$ cat config.mk
export PLATFORM = sky130hd
export DESIGN_NAME = int32_to_float32_converter_core_flat
export DESIGN_NICKNAME = d
export VERILOG_FILES = /design/src/design/i2f_pkg.sv /design/src/design/i2f_if.sv /design/src/design/i2f_split.sv /design/src/design/i2f_count.sv /design/src/design/i2f_shift.sv /design/src/design/i2f_round.sv /design/src/design/int32_to_float32_converter_core.sv /design/src/flat_wrapper.sv
export SDC_FILE = /design/constraint.sdc
export NUM_CORES = 1
export LEC_CHECK = 0
export BUFFER_PORTS_ARGS = -buffer_cell sky130_fd_sc_hd__buf_4
export CORE_ASPECT_RATIO = 1.2
export CORE_UTILIZATION = 60
export CTS_CLUSTER_SIZE = 8
export DETAILED_ROUTE_END_ITERATION = 8
export GPL_ROUTABILITY_DRIVEN = 0
export GPL_TIMING_DRIVEN = 0
export PLACE_DENSITY = 0.92
export SLEW_MARGIN = 20
export SYNTH_ARGS = -nofsm -noshare
export SYNTH_HDL_FRONTEND = slang
export SYNTH_SLANG_ARGS = --single-unit
$ cat constraint.sdc
create_clock -name clock -period 5.2 [get_ports clock]
set_clock_uncertainty 0.15 [all_clocks]
set_input_delay 0.52 -clock clock [delete_from_list [all_inputs] [get_ports clock]]
set_output_delay 0.52 -clock clock [all_outputs]
set_load 0.05 [all_outputs]
$ cat src/design/i2f_pkg.sv
`default_nettype none

package i2f_pkg;

   localparam int          IntWidth   = 32;
   localparam int          FloatWidth = 32;
   localparam int          CountWidth = $clog2(IntWidth);
   localparam int          ExpWidth   = 8;
   localparam int          FracWidth  = 23;
   localparam logic [ExpWidth-1:0] EXP_START = 8'd158;

   typedef struct packed {
      logic                sign;
      logic                zero;
      logic [IntWidth-1:0] mag;
   } i2f_mag_type;

   typedef struct packed {
      logic                  sign;
      logic                  zero;
      logic [IntWidth-1:0]   mag;
      logic [CountWidth-1:0] lzc;
   } i2f_count_type;

   typedef struct packed {
      logic                sign;
      logic                zero;
      logic [IntWidth-1:0] norm;
      logic [ExpWidth-1:0] expo;
   } i2f_norm_type;

   function automatic logic [CountWidth-1:0] lead_zeros(input logic [IntWidth-1:0] value);
      logic [CountWidth-1:0] cnt;
      cnt = '0;
      for (int i = 0; i < IntWidth; i++) begin
         if (value[i]) begin
            cnt = CountWidth'(IntWidth - 1 - i);
         end
      end
      return cnt;
   endfunction

endpackage

`default_nettype wire

$ cat src/design/i2f_if.sv
`default_nettype none

interface i2f_req_if import i2f_pkg::*; ();
   logic                       valid;
   logic                       ready;
   logic signed [IntWidth-1:0] int_value;

   modport source (output valid, output int_value, input ready);
   modport sink   (input valid, input int_value, output ready);
endinterface

interface i2f_rsp_if import i2f_pkg::*; ();
   logic                  valid;
   logic                  ready;
   logic [FloatWidth-1:0] float_bits;

   modport source (output valid, output float_bits, input ready);
   modport sink   (input valid, input float_bits, output ready);
endinterface

`default_nettype wire

$ cat src/design/i2f_split.sv
`default_nettype none

module i2f_split import i2f_pkg::*; (
   input  wire                       clock,
   input  wire                       reset,
   input  wire                       in_valid,
   output logic                      in_ready,
   input  wire  [IntWidth-1:0]       in_value,
   output logic                      out_valid,
   input  wire                       out_ready,
   output i2f_mag_type               out_data
);

   logic        valid_ff;
   i2f_mag_type data_ff;
   i2f_mag_type data_in;

   always_comb begin
      data_in.sign = in_value[IntWidth-1];
      data_in.zero = (in_value == '0);
      data_in.mag  = in_value[IntWidth-1] ? (~in_value + 1'b1) : in_value;
   end

   assign in_ready  = !valid_ff || out_ready;
   assign out_valid = valid_ff;
   assign out_data  = data_ff;

   always_ff @(posedge clock) begin
      if (reset) begin
         valid_ff <= 1'b0;
      end else if (in_ready) begin
         valid_ff <= in_valid;
      end
   end

   always_ff @(posedge clock) begin
      if (in_ready && in_valid) begin
         data_ff <= data_in;
      end
   end

endmodule

`default_nettype wire

$ cat src/design/i2f_count.sv
`default_nettype none

module i2f_count import i2f_pkg::*; (
   input  wire            clock,
   input  wire            reset,
   input  wire            in_valid,
   output logic           in_ready,
   input  i2f_mag_type    in_data,
   output logic           out_valid,
   input  wire            out_ready,
   output i2f_count_type  out_data
);

   logic          valid_ff;
   i2f_count_type data_ff;
   i2f_count_type data_in;

   always_comb begin
      data_in.sign = in_data.sign;
      data_in.zero = in_data.zero;
      data_in.mag  = in_data.mag;
      data_in.lzc  = lead_zeros(in_data.mag);
   end

   assign in_ready  = !valid_ff || out_ready;
   assign out_valid = valid_ff;
   assign out_data  = data_ff;

   always_ff @(posedge clock) begin
      if (reset) begin
         valid_ff <= 1'b0;
      end else if (in_ready) begin
         valid_ff <= in_valid;
      end
   end

   always_ff @(posedge clock) begin
      if (in_ready && in_valid) begin
         data_ff <= data_in;
      end
   end

endmodule

`default_nettype wire

$ cat src/design/i2f_shift.sv
`default_nettype none

module i2f_shift import i2f_pkg::*; (
   input  wire            clock,
   input  wire            reset,
   input  wire            in_valid,
   output logic           in_ready,
   input  i2f_count_type  in_data,
   output logic           out_valid,
   input  wire            out_ready,
   output i2f_norm_type   out_data
);

   logic         valid_ff;
   i2f_norm_type data_ff;
   i2f_norm_type data_in;

   // leading one to the top, exponent down by the shift
   always_comb begin
      data_in.sign = in_data.sign;
      data_in.zero = in_data.zero;
      data_in.norm = in_data.mag << in_data.lzc;
      data_in.expo = EXP_START - ExpWidth'(in_data.lzc);
   end

   assign in_ready  = !valid_ff || out_ready;
   assign out_valid = valid_ff;
   assign out_data  = data_ff;

   always_ff @(posedge clock) begin
      if (reset) begin
         valid_ff <= 1'b0;
      end else if (in_ready) begin
         valid_ff <= in_valid;
      end
   end

   always_ff @(posedge clock) begin
      if (in_ready && in_valid) begin
         data_ff <= data_in;
      end
   end

endmodule

`default_nettype wire

$ cat src/design/i2f_round.sv
`default_nettype none

module i2f_round import i2f_pkg::*; (
   input  wire                   clock,
   input  wire                   reset,
   input  wire                   in_valid,
   output logic                  in_ready,
   input  i2f_norm_type          in_data,
   output logic                  out_valid,
   input  wire                   out_ready,
   output logic [FloatWidth-1:0] out_bits
);

   logic                            valid_ff;
   logic [FloatWidth-1:0]           bits_ff;
   logic [FloatWidth-1:0]           bits_in;
   logic [FracWidth-1:0]            frac;
   logic                            guard;
   logic                            sticky;
   logic                            round_up;
   logic [ExpWidth+FracWidth-1:0]   body;

   // nearest, ties to even; a carry out of the fraction bumps the exponent
   always_comb begin
      frac     = in_data.norm[IntWidth-2 -: FracWidth];
      guard    = in_data.norm[IntWidth-2-FracWidth];
      sticky   = |in_data.norm[IntWidth-3-FracWidth:0];
      round_up = guard && (sticky || frac[0]);
      body     = {in_data.expo, frac} + (ExpWidth+FracWidth)'(round_up);
      bits_in  = in_data.zero ? '0 : {in_data.sign, body};
   end

   assign in_ready  = !valid_ff || out_ready;
   assign out_valid = valid_ff;
   assign out_bits  = bits_ff;

   always_ff @(posedge clock) begin
      if (reset) begin
         valid_ff <= 1'b0;
      end else if (in_ready) begin
         valid_ff <= in_valid;
      end
   end

   always_ff @(posedge clock) begin
      if (in_ready && in_valid) begin
         bits_ff <= bits_in;
      end
   end

endmodule

`default_nettype wire

$ cat src/design/int32_to_float32_converter_core.sv
// Signed 32-bit integer to IEEE 754 single-precision converter.
//
// req_if carries one item per handshake: int_value, a two's complement
// integer. rsp_if returns one item per request: float_bits, the binary32
// pattern of the nearest single value (round to nearest, ties to even).
// Zero gives +0; the most negative integer gives exactly -2^31.
//
// Four register stages: sign/magnitude, leading-zero count, normalising
// shift, rounding. One item may enter every cycle while the receiver takes
// results, so throughput is then 1 item per cycle.
//
// Each stage holds its own valid bit and stalls only when it is full and
// the stage after it cannot take its item, so a stalled receiver fills
// bubbles before back-pressure reaches req_if.ready. Nothing is lost or
// repeated under stalls.
//
// Synchronous reset empties the pipeline; the block keeps no other state.
`default_nettype none

module int32_to_float32_converter_core import i2f_pkg::*; (
   input  wire     clock,
   input  wire     reset,
   i2f_req_if.sink   req_if,
   i2f_rsp_if.source rsp_if
);

   logic          split_valid;
   logic          split_ready;
   i2f_mag_type   split_data;
   logic          count_valid;
   logic          count_ready;
   i2f_count_type count_data;
   logic          shift_valid;
   logic          shift_ready;
   i2f_norm_type  shift_data;

   i2f_split u_split (
      .clock     (clock),
      .reset     (reset),
      .in_valid  (req_if.valid),
      .in_ready  (req_if.ready),
      .in_value  (req_if.int_value),
      .out_valid (split_valid),
      .out_ready (split_ready),
      .out_data  (split_data)
   );

   i2f_count u_count (
      .clock     (clock),
      .reset     (reset),
      .in_valid  (split_valid),
      .in_ready  (split_ready),
      .in_data   (split_data),
      .out_valid (count_valid),
      .out_ready (count_ready),
      .out_data  (count_data)
   );

   i2f_shift u_shift (
      .clock     (clock),
      .reset     (reset),
      .in_valid  (count_valid),
      .in_ready  (count_ready),
      .in_data   (count_data),
      .out_valid (shift_valid),
      .out_ready (shift_ready),
      .out_data  (shift_data)
   );

   i2f_round u_round (
      .clock     (clock),
      .reset     (reset),
      .in_valid  (shift_valid),
      .in_ready  (shift_ready),
      .in_data   (shift_data),
      .out_valid (rsp_if.valid),
      .out_ready (rsp_if.ready),
      .out_bits  (rsp_if.float_bits)
   );

endmodule

`default_nettype wire

$ cat src/flat_wrapper.sv
// flat-port wrapper written by rule: the top's interface ports become plain ports
module int32_to_float32_converter_core_flat import i2f_pkg::*;
  (clock, reset, req_if_valid, req_if_int_value, req_if_ready, rsp_if_valid, rsp_if_float_bits, rsp_if_ready);
  i2f_req_if req_if_i ();
  i2f_rsp_if rsp_if_i ();
  input  wire clock;
  input  wire reset;
  input wire logic [$bits(req_if_i.valid)-1:0] req_if_valid;
  input wire logic [$bits(req_if_i.int_value)-1:0] req_if_int_value;
  output wire logic [$bits(req_if_i.ready)-1:0] req_if_ready;
  output wire logic [$bits(rsp_if_i.valid)-1:0] rsp_if_valid;
  output wire logic [$bits(rsp_if_i.float_bits)-1:0] rsp_if_float_bits;
  input wire logic [$bits(rsp_if_i.ready)-1:0] rsp_if_ready;
  assign req_if_i.valid = req_if_valid;
  assign req_if_i.int_value = req_if_int_value;
  assign req_if_ready = req_if_i.ready;
  assign rsp_if_valid = rsp_if_i.valid;
  assign rsp_if_float_bits = rsp_if_i.float_bits;
  assign rsp_if_i.ready = rsp_if_ready;
  int32_to_float32_converter_core u_core (.clock(clock), .reset(reset), .req_if(req_if_i), .rsp_if(rsp_if_i));
endmodule
Word level (Yosys, flattened, before mapping)
Index checks and enable logic that the tools add are counted.
{"block": "word_totals", "romBits": 0, "wordCells": 78, "inputBits": 36, "ff_bits": 150, "mem_bits_rw": 0, "memories": 0, "latchBits": 0, "output_inout_bits": 34}
{"block": "op_classes", "n_lt_le_gt_ge": 0, "bitwise": 1, "reduce_logical": 20, "muxes": 32, "shifts": 1, "multipliers": 0, "eq_ne": 0, "addsub": 3, "n_div": 0}
{"operator": "5-bit two-way mux", "count": 16}
{"operator": "32-bit by 1-bit adder with 32-bit output, second input constant", "count": 1}
{"operator": "32-bit zero test", "count": 1}
{"operator": "4-bit two-way mux", "count": 8}
{"operator": "32-bit NOT", "count": 1}
{"operator": "32-bit by 5-bit left shift with 31-bit output", "count": 1}
{"operator": "31-bit by 1-bit adder with 31-bit output", "count": 1}
{"operator": "31-bit two-way mux", "count": 1}
{"operator": "16-bit OR reduction", "count": 1}
{"operator": "3-bit two-way mux", "count": 4}
{"operator": "8-bit OR reduction", "count": 1}
{"operator": "8-bit by 5-bit subtractor with 8-bit output, first input constant", "count": 1}
{"operator": "7-bit OR reduction", "count": 1}
{"operator": "1-bit logical AND", "count": 5}
{"operator": "1-bit logical OR", "count": 5}
{"operator": "1-bit zero test", "count": 4}
{"operator": "2-bit two-way mux", "count": 2}
{"operator": "4-bit OR reduction", "count": 1}
{"operator": "2-bit OR reduction", "count": 1}
{"operator": "1-bit two-way mux", "count": 1}

Logic depth before layout (Yosys ltp)
{"block": "logic_depth", "ltp_word": 31, "mapped_depth": 8}

By module
From an unflattened synthesis, not the netlist that was laid out.
{"block": "hier_totals", "cells_unflattened": 674, "hier_area_um2": 8229.1}
{"mod": "i2f_shift", "instances": 1, "area_each_um2": 3005.4, "cells_per_inst": 241}
{"mod": "i2f_round", "instances": 1, "area_each_um2": 1866.8, "cells_per_inst": 180}
{"mod": "i2f_split", "instances": 1, "area_each_um2": 1785.5, "cells_per_inst": 146}
{"mod": "i2f_count", "instances": 1, "area_each_um2": 1571.5, "cells_per_inst": 107}

Worst setup path after synthesis
No wires, ideal clock.
{"block": "synth_timing", "path_type": "register to register", "start": "register u_core.u_round.valid_ff, in the netlist u_core.u_round.out_valid", "end": "register u_core.u_shift.data_ff (netlist bit u_core.u_shift.out_data[0]) (enable)", "required_ps": 4548, "path_stages_with_launch": 3, "period_less_slack_ps": 4387, "setup_slack_ps": 813, "arrival_time_ps": 3735, "cell_sequence": "dfxtp_1 > nor2b_1 > a21boi_0"}
{"block": "synth_between", "elab_chain_cells": 4}
{"element": "start: declaration", "line": "i2f_round.sv:14", "rtl": "logic valid_ff;"}
{"element": "start signal: assignment", "line": "i2f_round.sv:41", "rtl": "valid_ff <= in_valid;"}
{"element": "1-bit zero test", "line": "i2f_round.sv:33", "rtl": "assign in_ready = !valid_ff || out_ready;"}
{"element": "1-bit logical OR", "line": "i2f_round.sv:33"}
{"element": "1-bit logical OR", "line": "i2f_shift.sv:26", "rtl": "assign in_ready = !valid_ff || out_ready;"}
{"element": "1-bit logical AND", "line": "i2f_shift.sv:39", "rtl": "if (in_ready && in_valid) begin"}
{"element": "end signal: assignment", "line": "i2f_shift.sv:40", "rtl": "data_ff <= data_in;"}
{"element": "end: declaration", "line": "i2f_shift.sv:15", "rtl": "i2f_norm_type data_ff;"}
Every way passes these cells.
A chain may end at the register's enable or synchronous reset.

==> reports/metrics.cfg <==
[setup_path]
critPathCaptureType=flop
slowest_delay_ps=500
critPathMaxFanout=10
worstRegToRegCells=7
cpMostUsedCell=o211ai_1
r2r-start=u_core.u_count.out_data[1]$_SDFFCE_PP0P_
rrSetupSlack_ps=2190
reg2reg_to=u_core.u_shift.out_data[34]$_DFFE_PP_
worstPathArrival_ps=3030
cp-start-kind=flop
crit_type=flop to flop
worstPathCellList=inv_2 > buf_1 > clkbuf_1 > nand2_1 > o211ai_1 > o211ai_1 > or2_2
worst_ep_required_time_ps=5220
crit_slowest_cell=edfxtp_1

[global_routing]
grt-ovfl-total=0
antenna_found_initial=0
grt_pass1_vias=5777
grt_pass1_wl_um=27500
grt_max_degree=35
grt_use_total_pct=26.5

[cts]
numCtsBuffers=17
root_buffer=clkbuf_16
ctsHtreeMaxLevel=4
cts_resized=0
clockBufferDepth=2
cts_tree=done
path_clk_slew_ps=60
clock_latency_ps=420
post-cts-setup-buffer-count=0
postCtsHoldBufs=0
clkSinkCount=149

[final_layout]
regArea_mm2=0.00443
mostFrequentLayoutCell=edfxtp_1
synthToLayoutAreaGrowth_pct=18.3
drive_gt1_share_pct=19.4
final_nets=795
antennaDiodeCount=0
multi_input_area_mm2=0.00329
layout_common_cells=edfxtp_1 (145), nor2_1 (75), buf_4 (69), nand2_1 (55), xnor2_1 (43)
nFillCells=782

[logic_synthesis]
async_reset_ff_share_pct=0
synth_edf_count=145
avgSynthCellArea_um2=11.8
netlist_instances=665
yosys.cell_types.count=56
syn_nets=704
synth_seq_cells=149
yosys_warnings=0
ys.flop_type=edfxtp_1
ys_seq_area_share_pct=56.6
syn-cell-area_mm2=0.00784

[timing]
drv_slew=0
period_needed_ps=3010
rsz0062_at_grt=no
finalSetupViolations=0
timing.final.ws_setup_ps=2190
timing.fmax_ghz=0.332
fin_crit_sh_pct=57.9
setup_tns_ps=0
relSlewSlack_pct=45.0
hold_viol=0
worst_slew_pin_slew_ps=823

[power_and_ir_drop]
p_per_area_mw_per_mm2=311
power_leakage_nw=3.24
peakVddDrop_mv=0.157

[floorplanning]
die_y_um=127
coreArea_mm2=0.0127
row_count=45
start_util_pct=61.8
die_area_mm2=0.0135
io_pins=70
fp.dieW_um=106

[run]
cap_violations=0

[hold_path]
hold_end=u_core.u_round.out_valid$_SDFFE_PP0P_
hold_depth=2
worst_hold_path_type=input port to flop
hold_path.startpoint=reset

[routing]
wire_per_inst_um=17.8
drtIter0Drc=380
vias_per_cell=6.35
drtAntennaViolNets=0
routed_wl_um=16600
drc=0
vias=5926
drtPass1Iterations=7

[placement]
port_buffers=69
post-place-ws_ps=2250
dp_hpwl_um=12000

[run_status]
status=complete, no violations

-- cell type report --
cell class,count,area share [%]
Buffer,23,0.986
Multi-Input combinational cell,475,35.5
Clock buffer,18,4.63
Tap cell,164,2.21
Timing Repair Buffer,72,6.40
Inverter,18,0.729
Sequential cell,149,47.9
Clock inverter,14,1.73
-- sequential cells by signal, indices dropped and copies added, names as in the netlist --
register	count
u_core.u_count.out_data	38
u_core.u_count.out_valid	1
u_core.u_round.out_bits	32
u_core.u_round.out_valid	1
u_core.u_shift.out_data	41
u_core.u_shift.out_valid	1
u_core.u_split.out_data	34
u_core.u_split.out_valid	1
-- critical path, delay by kind of cell, from the launching register on --
kind                   cells  cell delay (ps)
AO/OA/AOI/OAI              2              480
AND/OR/NAND/NOR            2              400
buffers and inverters      3             1230
flip-flops                 1              500
-- worst max-delay path by stage --
stage                                                end  slack, ps  cells past startpoint                                     start
2_1_floorplan       u_core.u_shift.out_data[0]$_DFFE_PP_        810                      2     u_core.u_round.out_valid$_SDFFE_PP0P_
3_3_place_gp   u_core.u_shift.out_data[14]$_SDFFCE_PP0P_        290                      3                              rsp_if_ready
3_5_place_dp       u_core.u_split.out_data[29]$_DFFE_PP_       2250                      6                       req_if_int_value[5]
4_1_cts            u_core.u_shift.out_data[34]$_DFFE_PP_       2260                      7  u_core.u_count.out_data[1]$_SDFFCE_PP0P_
5_1_grt            u_core.u_shift.out_data[34]$_DFFE_PP_       2140                      7  u_core.u_count.out_data[1]$_SDFFCE_PP0P_
6_report           u_core.u_shift.out_data[34]$_DFFE_PP_       2190                      7  u_core.u_count.out_data[1]$_SDFFCE_PP0P_
-- cell usage after synthesis, drive strengths merged, types with 2 or more instances --
cell	number	area, um2
edfxtp	145	4350
nor2	75	282
nand2	55	206
xnor2	43	377
mux2i	34	340
o21ai	22	110
a21oi	21	105
inv	17	63.8
nor4	17	106
nand3	16	80.1
nor3	16	80.1
clkbuf	15	56.3
mux2	15	169
xor2	15	131
nand4	13	81.3
o31ai	13	97.6
or4	11	93.8
a22oi	10	75.1
mux4	9	203
nor2b	9	56.3
buf	8	35.0
or3	8	55.1
or2	7	43.8
a211oi	6	45.0
o211ai	6	45.0
o221ai	6	52.6
a221oi	4	35.0
and2	4	25.0
and3	4	25.0
dfxtp	4	80.1
o41ai	4	50.1
a31oi	3	18.8
ha	3	37.5
nand2b	3	18.8
a2111oi	2	17.5
a21boi	2	15.0
a221o	2	20.0
a22o	2	17.5
o211a	2	20.0
o21a	2	15.0
o22ai	2	12.5
-- per-layer routing --
layer  up-vias  GRT usage [%]  wire (um)
met5         -              0          0
li1       2736              -          -
met2       345           49.6       9030
met3        95           4.80        921
met1      2750           26.4       5710
met4         0           17.7        943
-- where the power goes --
part           switching [mW]  total, mW  internal, mW
clock                   0.454       1.20         0.748
sequential             0.0508       1.44          1.39
combinational           0.139      0.242         0.103
-- logic make-up after synthesis --
kind of cell / count (synthesis) / synth area share (%)
mux: 58 / 9.09
simple gates: 242 / 15.2
fa+ha+maj: 3 / 0.479
compound gates: 114 / 10.2
xor+xnor: 58 / 6.48
buf+inv: 41 / 2.03
flops: 149 / 56.6
-- per-stage QoR --
stage	hold slack [ps]	power (mW)	util, %	cell area (um2)	std cells
2_1_floorplan	250	1.60	-	7840	665
3_3_place_gp	259	1.68	67.6	8560	898
3_5_place_dp	261	1.69	68.4	8670	901
4_1_cts	124	2.88	73.1	9260	933
5_1_grt	129	2.97	73.1	9270	933
6_report	135	2.88	73.1	9270	933
No activity file was read; power rests on OpenSTA's default activity.
